--- config.mk ---
export PLATFORM = sky130hd
export DESIGN_NAME = strided_multichannel_convolution_top
export DESIGN_NICKNAME = d
export VERILOG_FILES = /design/src/sv/smc_pkg.sv /design/src/sv/smc_cfg.sv /design/src/sv/smc_seq.sv /design/src/sv/smc_dp.sv /design/src/sv/strided_multichannel_convolution_top.sv
export SDC_FILE = /design/constraint.sdc
export NUM_CORES = 2
export LEC_CHECK = 0
export BUFFER_PORTS_ARGS = -buffer_cell sky130_fd_sc_hd__buf_2
export CAP_MARGIN = 20
export CORE_MARGIN = 4
export CORE_UTILIZATION = 53
export DETAILED_ROUTE_END_ITERATION = 8
export GPL_ROUTABILITY_DRIVEN = 0
export PLACE_DENSITY = 0.71
export SYNTH_ARGS = -nofsm -noshare
export SYNTH_HDL_FRONTEND = slang
export SYNTH_SLANG_ARGS = --single-unit
--- constraint.sdc ---
create_clock -name clk -period 6.2 [get_ports clk]
set_input_delay 0.93 -clock clk [delete_from_list [all_inputs] [get_ports clk]]
set_output_delay 0.93 -clock clk [all_outputs]
set_load 0.005 [all_outputs]
--- src/sv/smc_pkg.sv ---
// Package with types, constants and the microcode table of the convolution block.
package smc_pkg;

  localparam int DEF_IMAGE_HEIGHT  = 7;
  localparam int DEF_IMAGE_WIDTH   = 7;
  localparam int DEF_CHANNELS      = 3;
  localparam int DEF_KERNEL_HEIGHT = 3;
  localparam int DEF_KERNEL_WIDTH  = 3;

  localparam logic [1:0] OP_LDW = 2'd0;
  localparam logic [1:0] OP_LDS = 2'd1;
  localparam logic [1:0] OP_REQ = 2'd2;

  localparam logic REG_BIAS   = 1'b0;
  localparam logic REG_STRIDE = 1'b1;

  localparam logic signed [31:0] BIAS_RST   = 32'sd0;
  localparam logic [2:0]         STRIDE_RST = 3'd2;

  localparam int UPC_W = 3;

  localparam logic [UPC_W-1:0] U_IDLE   = 3'd0;
  localparam logic [UPC_W-1:0] U_CHECK  = 3'd1;
  localparam logic [UPC_W-1:0] U_LOOP   = 3'd2;
  localparam logic [UPC_W-1:0] U_DRAIN1 = 3'd3;
  localparam logic [UPC_W-1:0] U_DRAIN2 = 3'd4;
  localparam logic [UPC_W-1:0] U_OUT    = 3'd5;
  localparam logic [UPC_W-1:0] U_WAIT   = 3'd6;
  localparam logic [UPC_W-1:0] U_SPARE  = 3'd7;

  typedef enum logic [2:0] {
    C_NEVER,
    C_ALWAYS,
    C_NO_REQ,
    C_OOR,
    C_MORE,
    C_OUT_FREE
  } cond_t;

  typedef struct packed {
    logic [1:0]         op;
    logic [1:0]         channel;
    logic [2:0]         row;
    logic [2:0]         col;
    logic signed [15:0] value;
  } in_item_t;

  typedef struct packed {
    logic signed [39:0] conv_sum;
    logic               in_range;
  } out_item_t;

  typedef struct packed {
    logic             in_ready;
    logic             init;
    logic             issue;
    logic             out_ld;
    cond_t            cond;
    logic [UPC_W-1:0] target;
  } ctrl_t;

  typedef struct packed {
    logic req_acc;
    logic oor;
    logic more;
    logic out_free;
  } stat_t;

  function automatic ctrl_t ucode_rom(input logic [UPC_W-1:0] pc);
    ctrl_t cw;
    cw = '{in_ready: 1'b0, init: 1'b0, issue: 1'b0, out_ld: 1'b0,
           cond: C_NEVER, target: U_IDLE};
    unique case (pc)
      U_IDLE: begin
        cw.in_ready = 1'b1;
        cw.cond     = C_NO_REQ;
        cw.target   = U_IDLE;
      end
      U_CHECK: begin
        cw.init   = 1'b1;
        cw.cond   = C_OOR;
        cw.target = U_OUT;
      end
      U_LOOP: begin
        cw.issue  = 1'b1;
        cw.cond   = C_MORE;
        cw.target = U_LOOP;
      end
      U_DRAIN1: cw.cond = C_NEVER;
      U_DRAIN2: cw.cond = C_NEVER;
      U_OUT: begin
        cw.out_ld = 1'b1;
        cw.cond   = C_OUT_FREE;
        cw.target = U_IDLE;
      end
      U_WAIT: begin
        cw.cond   = C_ALWAYS;
        cw.target = U_OUT;
      end
      U_SPARE: begin
        cw.cond   = C_ALWAYS;
        cw.target = U_IDLE;
      end
      default: begin
        cw.cond   = C_ALWAYS;
        cw.target = U_IDLE;
      end
    endcase
    return cw;
  endfunction

endpackage

--- src/sv/smc_cfg.sv ---
// Configuration registers of the convolution block behind an APB-style port.
module smc_cfg
  import smc_pkg::*;
(
  input  logic               clk,
  input  logic               rst_n,
  input  logic               psel,
  input  logic               penable,
  input  logic               pwrite,
  input  logic [2:0]         paddr,
  input  logic [31:0]        pwdata,
  output logic [31:0]        prdata,
  output logic               pready,
  output logic signed [31:0] bias,
  output logic [2:0]         stride
);

  logic signed [31:0] bias_r;
  logic [2:0]         stride_r;
  logic               wr_en;
  logic               reg_idx;

  assign pready  = 1'b1;
  assign wr_en   = psel && penable && pwrite && pready;
  assign reg_idx = paddr[2];

  always_ff @(posedge clk) begin
    if (!rst_n) begin
      bias_r   <= BIAS_RST;
      stride_r <= STRIDE_RST;
    end else if (wr_en) begin
      unique case (reg_idx)
        REG_BIAS:   bias_r   <= pwdata;
        REG_STRIDE: stride_r <= pwdata[2:0];
        default:    bias_r   <= bias_r;
      endcase
    end
  end

  always_comb begin
    unique case (reg_idx)
      REG_BIAS:   prdata = bias_r;
      REG_STRIDE: prdata = {29'd0, stride_r};
      default:    prdata = 32'd0;
    endcase
  end

  assign bias   = bias_r;
  assign stride = stride_r;

endmodule

--- src/sv/smc_seq.sv ---
// Microcode sequencer: step counter, control table lookup and conditional jumps.
module smc_seq
  import smc_pkg::*;
(
  input  logic  clk,
  input  logic  rst_n,
  input  stat_t stat,
  output ctrl_t ctrl
);

  logic [UPC_W-1:0] pc_r;
  logic [UPC_W-1:0] pc_nxt;
  logic             take;

  assign ctrl = ucode_rom(pc_r);

  always_comb begin
    case (ctrl.cond)
      C_NEVER:    take = 1'b0;
      C_ALWAYS:   take = 1'b1;
      C_NO_REQ:   take = !stat.req_acc;
      C_OOR:      take = stat.oor;
      C_MORE:     take = stat.more;
      C_OUT_FREE: take = stat.out_free;
      default:    take = 1'b1;
    endcase
    pc_nxt = take ? ctrl.target : pc_r + 1'b1;
  end

  always_ff @(posedge clk) begin
    if (!rst_n) begin
      pc_r <= U_IDLE;
    end else begin
      pc_r <= pc_nxt;
    end
  end

endmodule

--- src/sv/smc_dp.sv ---
// Datapath: weight and sample memories, window counters, multiply-accumulate, output register.
module smc_dp
  import smc_pkg::*;
#(
  parameter int IMAGE_HEIGHT  = DEF_IMAGE_HEIGHT,
  parameter int IMAGE_WIDTH   = DEF_IMAGE_WIDTH,
  parameter int CHANNELS      = DEF_CHANNELS,
  parameter int KERNEL_HEIGHT = DEF_KERNEL_HEIGHT,
  parameter int KERNEL_WIDTH  = DEF_KERNEL_WIDTH
) (
  input  logic               clk,
  input  logic               rst_n,
  input  ctrl_t              ctrl,
  output stat_t              stat,
  input  logic signed [31:0] bias,
  input  logic [2:0]         stride,
  input  logic               in_valid,
  input  in_item_t           in_data,
  output logic               out_valid,
  input  logic               out_ready,
  output out_item_t          out_data
);

  localparam int WDEPTH = CHANNELS * KERNEL_HEIGHT * KERNEL_WIDTH;
  localparam int SDEPTH = CHANNELS * IMAGE_HEIGHT * IMAGE_WIDTH;
  localparam int WA_W   = (WDEPTH > 1) ? $clog2(WDEPTH) : 1;
  localparam int SA_W   = (SDEPTH > 1) ? $clog2(SDEPTH) : 1;
  localparam int K_W    = (CHANNELS > 1) ? $clog2(CHANNELS) : 1;
  localparam int I_W    = (KERNEL_HEIGHT > 1) ? $clog2(KERNEL_HEIGHT) : 1;
  localparam int J_W    = (KERNEL_WIDTH > 1) ? $clog2(KERNEL_WIDTH) : 1;

  logic signed [15:0] wmem [WDEPTH];
  logic signed [15:0] smem [SDEPTH];

  logic               accept;
  logic [2:0]         step;
  logic [WA_W-1:0]    wa_ld;
  logic [SA_W-1:0]    sa_ld;
  logic [SA_W-1:0]    sa_rd;
  logic               w_we;
  logic               s_we;
  logic               oor;
  logic               last;
  logic               out_free;

  logic [5:0]         r0_r;
  logic [5:0]         c0_r;
  logic [K_W-1:0]     k_r;
  logic [I_W-1:0]     i_r;
  logic [J_W-1:0]     j_r;
  logic [WA_W-1:0]    widx_r;
  logic               rd_v_r;
  logic               prod_v_r;
  logic signed [15:0] w_rd_r;
  logic signed [15:0] s_rd_r;
  logic signed [31:0] prod_r;
  logic signed [39:0] acc_r;
  logic               out_valid_r;
  out_item_t          out_data_r;

  assign accept = in_valid && ctrl.in_ready;
  assign step   = (stride == 3'd0) ? 3'd1 : stride;

  assign wa_ld = WA_W'((32'(in_data.channel) * KERNEL_HEIGHT + 32'(in_data.row))
                       * KERNEL_WIDTH + 32'(in_data.col));
  assign sa_ld = SA_W'((32'(in_data.channel) * IMAGE_HEIGHT + 32'(in_data.row))
                       * IMAGE_WIDTH + 32'(in_data.col));
  assign sa_rd = SA_W'((32'(k_r) * IMAGE_HEIGHT + 32'(r0_r) + 32'(i_r)) * IMAGE_WIDTH
                       + 32'(c0_r) + 32'(j_r));

  assign w_we = accept && (in_data.op == OP_LDW) && (32'(in_data.channel) < CHANNELS)
                && (32'(in_data.row) < KERNEL_HEIGHT) && (32'(in_data.col) < KERNEL_WIDTH);
  assign s_we = accept && (in_data.op == OP_LDS) && (32'(in_data.channel) < CHANNELS)
                && (32'(in_data.row) < IMAGE_HEIGHT) && (32'(in_data.col) < IMAGE_WIDTH);

  assign oor = ((8'(r0_r) + 8'(KERNEL_HEIGHT)) > 8'(IMAGE_HEIGHT))
               || ((8'(c0_r) + 8'(KERNEL_WIDTH)) > 8'(IMAGE_WIDTH));

  assign last = (k_r == K_W'(CHANNELS - 1)) && (i_r == I_W'(KERNEL_HEIGHT - 1))
                && (j_r == J_W'(KERNEL_WIDTH - 1));

  assign out_free = !out_valid_r || out_ready;

  assign stat.req_acc  = accept && (in_data.op == OP_REQ);
  assign stat.oor      = oor;
  assign stat.more     = !last;
  assign stat.out_free = out_free;

  always_ff @(posedge clk) begin
    if (w_we) begin
      wmem[wa_ld] <= in_data.value;
    end
    if (ctrl.issue) begin
      w_rd_r <= wmem[widx_r];
    end
  end

  always_ff @(posedge clk) begin
    if (s_we) begin
      smem[sa_ld] <= in_data.value;
    end
    if (ctrl.issue) begin
      s_rd_r <= smem[sa_rd];
    end
  end

  always_ff @(posedge clk) begin
    if (stat.req_acc) begin
      r0_r <= 6'(in_data.row) * 6'(step);
      c0_r <= 6'(in_data.col) * 6'(step);
    end
    if (ctrl.init) begin
      k_r    <= '0;
      i_r    <= '0;
      j_r    <= '0;
      widx_r <= '0;
    end else if (ctrl.issue) begin
      widx_r <= widx_r + 1'b1;
      if (j_r == J_W'(KERNEL_WIDTH - 1)) begin
        j_r <= '0;
        if (i_r == I_W'(KERNEL_HEIGHT - 1)) begin
          i_r <= '0;
          k_r <= k_r + 1'b1;
        end else begin
          i_r <= i_r + 1'b1;
        end
      end else begin
        j_r <= j_r + 1'b1;
      end
    end
  end

  always_ff @(posedge clk) begin
    if (!rst_n) begin
      rd_v_r   <= 1'b0;
      prod_v_r <= 1'b0;
    end else begin
      rd_v_r   <= ctrl.issue;
      prod_v_r <= rd_v_r;
    end
  end

  always_ff @(posedge clk) begin
    if (rd_v_r) begin
      prod_r <= s_rd_r * w_rd_r;
    end
    if (ctrl.init) begin
      acc_r <= 40'(bias);
    end else if (prod_v_r) begin
      acc_r <= acc_r + 40'(prod_r);
    end
  end

  always_ff @(posedge clk) begin
    if (!rst_n) begin
      out_valid_r <= 1'b0;
    end else if (ctrl.out_ld && out_free) begin
      out_valid_r <= 1'b1;
    end else if (out_ready) begin
      out_valid_r <= 1'b0;
    end
  end

  always_ff @(posedge clk) begin
    if (ctrl.out_ld && out_free) begin
      out_data_r.conv_sum <= oor ? 40'sd0 : acc_r;
      out_data_r.in_range <= !oor;
    end
  end

  assign out_valid = out_valid_r;
  assign out_data  = out_data_r;

endmodule

--- src/sv/strided_multichannel_convolution_top.sv ---
// Top level of the strided multi-channel 2D convolution block.
// Items enter on in_valid/in_ready with an in_item_t payload. Op 0 writes one
// filter weight and op 1 writes one input sample at channel, row and column;
// a load gives no result and the block stays ready for the next item. Op 2
// requests the output at an output row and column and gives one out_item_t on
// out_valid/out_ready. The block takes no new item while a request runs and
// is ready again when its result is loaded into the output register; a
// window outside the input skips the loop and answers with in_range low and a
// zero sum. The request time is set by the single multiply-accumulate unit and
// the one read port of each store, driven by a microcode loop that issues one
// window element per cycle.
// The bias and stride registers sit behind the APB-style port; the user must
// write them only while the block is idle (the block does not enforce). Reset
// clears the sequencer, the output valid and the registers (bias 0,
// stride 2); the stores hold nothing valid until written. When the receiver
// stalls, the result waits in the output register and loads are still accepted;
// a following request finishes its sum and waits until that register is free.
module strided_multichannel_convolution_top
  import smc_pkg::*;
#(
  parameter int IMAGE_HEIGHT  = DEF_IMAGE_HEIGHT,
  parameter int IMAGE_WIDTH   = DEF_IMAGE_WIDTH,
  parameter int CHANNELS      = DEF_CHANNELS,
  parameter int KERNEL_HEIGHT = DEF_KERNEL_HEIGHT,
  parameter int KERNEL_WIDTH  = DEF_KERNEL_WIDTH
) (
  input  logic        clk,
  input  logic        rst_n,
  input  logic        in_valid,
  output logic        in_ready,
  input  in_item_t    in_data,
  output logic        out_valid,
  input  logic        out_ready,
  output out_item_t   out_data,
  input  logic        psel,
  input  logic        penable,
  input  logic        pwrite,
  input  logic [2:0]  paddr,
  input  logic [31:0] pwdata,
  output logic [31:0] prdata,
  output logic        pready
);

  ctrl_t              ctrl;
  stat_t              stat;
  logic signed [31:0] bias;
  logic [2:0]         stride;

  assign in_ready = ctrl.in_ready;

  smc_cfg u_cfg (
    .clk     (clk),
    .rst_n   (rst_n),
    .psel    (psel),
    .penable (penable),
    .pwrite  (pwrite),
    .paddr   (paddr),
    .pwdata  (pwdata),
    .prdata  (prdata),
    .pready  (pready),
    .bias    (bias),
    .stride  (stride)
  );

  smc_seq u_seq (
    .clk   (clk),
    .rst_n (rst_n),
    .stat  (stat),
    .ctrl  (ctrl)
  );

  smc_dp #(
    .IMAGE_HEIGHT  (IMAGE_HEIGHT),
    .IMAGE_WIDTH   (IMAGE_WIDTH),
    .CHANNELS      (CHANNELS),
    .KERNEL_HEIGHT (KERNEL_HEIGHT),
    .KERNEL_WIDTH  (KERNEL_WIDTH)
  ) u_dp (
    .clk       (clk),
    .rst_n     (rst_n),
    .ctrl      (ctrl),
    .stat      (stat),
    .bias      (bias),
    .stride    (stride),
    .in_valid  (in_valid),
    .in_data   (in_data),
    .out_valid (out_valid),
    .out_ready (out_ready),
    .out_data  (out_data)
  );

endmodule

==> summary.txt <==
Asr flop ratio synth - 0
Share of cells above drive strength 1 - 0.282
CTS Buf Count - 321
CP cell instances - fa_1 -> ha_1 -> inv_1 -> fa_1 -> inv_1 -> ha_1 -> ha_1 -> fa_4 -> buf_12 -> bufbuf_16 -> mux4_2 -> mux4_2 -> mux2i_1 -> mux2i_1 -> mux2i_1 -> mux2i_1 -> buf_4
Tot GR Track Use - 0.240
Max frequency - 161 MHz
Main synth FF type - edfxtp_1
Port buffer count - 140
Gr ovfl total - 0
Antenna violations before repair - 9
Final Skew - 0.0543 ns
Status - finished clean
Synthesized net count - 7,030
CTS tree - yes
First-pass GRT wire length - 445,000 um
Largest net degree at the start of global routing - 116
Yosys warning count - 0
DRC viols - 0
Root Buffer - clkbuf_16
Crit path largest cell delay - 0.87 ns
Die height - 500 um
Wirelength per Cell - 28.2 um
Drt initial violations - 7,440
Number of global-route vias before repair - 66,400
Starting Density - 0.533
Hold Buf Count CTS - 0
Via total after detailed routing - 64,600
EDFF count, synth - 2,941
Flop pwr share - 0.282
Seq cells post-synth - 2,993
CP bufs+invs - 5
Worst Path Required - 6.88 ns
Area grow syn2layout - 15.7%
Mapped Area - 128,000 sq um
Final Hold Vio Count - 0
Synthesized area per cell - 19.8 sq um
CTS Buffer Depth - 4
MaxCap Viol Count - 0
Placed cell areas - 138,000 sq um
Leakage power - 50.1 nW
Worst setup SP type - flip-flop
Inst Count DP - 10,000
Final Max Tran Viols - 0
Psw - 29.2 mW
WS Path Type - flip-flop to flip-flop
Core ar. - 241,000 sq um
Pre-Repair DR Iteration Count - 8
# IOs - 144
Sw Share - 0.358
TNS Setup - 0 ns
DIE AREA - 250,000 sq um
Final WL - 299,000 um
Delay-heaviest family, CP - adder cells
Final HPWL DP - 183,000 um
Comb pwr share - 0.499
Post-Syn Instances - 6,488
Min cycle time layout - 6.20 ns
Clk sinks - 2,993
Unique masters post-synth - 72
Die X - 500 um
Clock network power share - 0.218
Vias/cell - 6.11
Power per cell area - 551 nW/um^2
Row cnt - 180
Final Net Count - 7,712
Crit path max fanout - 18
Fin area - 149,000 sq um
Total chip power - 81.8 mW
Sequential cell area fraction in the yosys report - 0.696
Max-slew headroom - 0.232
Crit. End Element - flip-flop
Worst min path class - primary input to flip-flop
Most used cell, CP - mux2i_1
Worst Tran Pin Value - 1.15 ns
Clock slew at reported path FFs - 0.06 ns
Non-filler instance count after layout - 10,600
Maximum VDD drop - 0.000591 V
Setup violators final - 0
ANT nets after route - 0
H-tree depth - 5
WP data arrival - 6.88 ns
Worst skew pair latency - 0.94 ns
RSZ-0062 raised after global routing - yes
Final period util - 1.00
Cell-internal power - 52.5 mW
Slowest stage cell, crit path - fa_4
[through the flow]
step | hold slack (ns) | setup WS, ns | util
6_report | 0.248 | 0.00299 | 0.617
5_1_grt | 0.203 | -0.0972 | 0.617
4_1_cts | 0.174 | -0.00237 | 0.614
3_5_place_dp | 0.487 | -0.395 | 0.573
3_3_place_gp | 0.475 | -0.386 | 0.573
2_1_floorplan | 0.449 | -0.121 | -
[layout by cell type, fill, tap and decap left out, types with 41 or more instances in the layout]
| master | synthesis | routed |
|---|---|---|
| mux4_2 | 848 | 848 |
| clkinv_2 | 0 | 41 |
| a21oi_1 | 133 | 126 |
| xnor2_1 | 68 | 61 |
| nand2_1 | 267 | 266 |
| clkbuf_1 | 179 | 59 |
| buf_12 | 0 | 169 |
| nor2_1 | 278 | 265 |
| and2_1 | 183 | 179 |
| mux2i_1 | 146 | 124 |
| edfxtp_1 | 2941 | 2941 |
| buf_2 | 87 | 124 |
| ha_1 | 178 | 169 |
| buf_4 | 9 | 318 |
| inv_1 | 355 | 350 |
| clkbuf_16 | 0 | 329 |
| clkinv_1 | 1 | 62 |
| a21o_1 | 42 | 42 |
| nor2b_1 | 43 | 41 |
| o21ai_0 | 52 | 47 |
| dfxtp_1 | 52 | 47 |
| fa_1 | 296 | 282 |
[metal layers]
metal | vias to the layer above | global-route usage | part of all wire
li1 | 27000 | - | -
met1 | 34100 | 0.344 | 0.40
met2 | 2996 | 0.384 | 0.49
met3 | 450 | 0.0425 | 0.084
met4 | 2 | 0.0737 | 0.030
met5 | - | 0 | 0.000040
[what timing repair did]
action / in CTS / in global routing
gates cloned: 2 / 3
gates resized for setup: 32 / 89
endpoints found under the setup margin: 20 / 22
setup buffers: 0 / 16
pin swaps: 1 / 38
[final timing paths]
| kind | startpoint | end | slack [ns] | cells past startpoint |
|---|---|---|---|---|
| worst max register to register | u_dp.r0_r[1] | u_dp.s_rd_r[2] | 0.003 | 17 |
| worst min register to register | u_cfg.bias[1] | u_cfg.bias[1] | 0.49 | 2 |
| worst max-delay path | u_dp.r0_r[1] | u_dp.s_rd_r[2] | 0.003 | 17 |
| worst min-delay path | pwdata[1] | u_cfg.stride[1] | 0.25 | 3 |
[logic make-up after synthesis]
logic type | Yosys count | synth area share
compound gates | 345 | 0.0172
xor+xnor | 106 | 0.00735
fa+ha+maj | 474 | 0.0635
buf+inv | 653 | 0.0204
flops | 2993 | 0.696
mux | 1032 | 0.163
other cells | 1 | 0.0000292
simple gates | 884 | 0.0323
[state kept, by name, indices dropped and copies added, names as in the netlist, 3 cells and up]
name and count:
u_dp.wmem 432, u_dp.c0_r 6, u_cfg.bias 32, u_dp.s_rd_r 16, u_dp.prod_r 32, u_dp.w_rd_r 16
u_dp.widx_r 5, u_dp.smem 2352, u_dp.acc_r 40, u_seq.pc_r 3, u_cfg.stride 3, u_dp.r0_r 6
u_dp.out_data 41
[area by class of cell]
cell class / instances / area, sq um
Clock buffer: 390 / 8450
Antenna cell: 4 / 10.0
Tap cell: 3185 / 3990
Fill cell: 16300 / 92200
Multi-Input combinational cell: 2842 / 37000
Sequential cell: 2993 / 89400
Timing Repair Buffer: 656 / 7140
Clock inverter: 150 / 1230
Inverter: 356 / 1340
[cell usage after synthesis, types with 28 or more instances]
master,number,share of area
ha_1,178,0.017
mux4_2,848,0.15
clkbuf_1,179,0.0052
mux2i_1,146,0.011
buf_2,87,0.0034
nand2_1,267,0.0078
mux2_2,38,0.0033
nor2_1,278,0.0081
a21boi_0,35,0.0020
a21oi_1,133,0.0052
inv_1,355,0.010
and2_1,183,0.0089
nor2b_1,43,0.0021
fa_1,296,0.046
o21ai_0,52,0.0020
xnor2_1,68,0.0046
xor2_1,36,0.0025
dfxtp_1,52,0.0081
a21o_1,42,0.0025
nand3_1,28,0.0011
edfxtp_1,2941,0.69
[worst register-to-register path: cells and delay by family (launching register included)]
kind	cells	cell delay (ns)
flip-flops	1	0.41
buffers and inverters	5	0.88
adder cells (fa/ha/maj)	6	2.78
multiplexers	6	1.91
[power by group through the flow]
stage / logic, mW / registers, mW / clock network, mW
after global routing: 43.2 / 23.1 / 19.1
after global placement: 38.2 / 23.5 / 0
after CTS: 39.4 / 23.1 / 18.2
after floorplan: 23.7 / 23.5 / 0
final: 40.8 / 23.1 / 17.9
after detailed placement: 38.6 / 23.5 / 0
(Power assumes the default switching activity.)
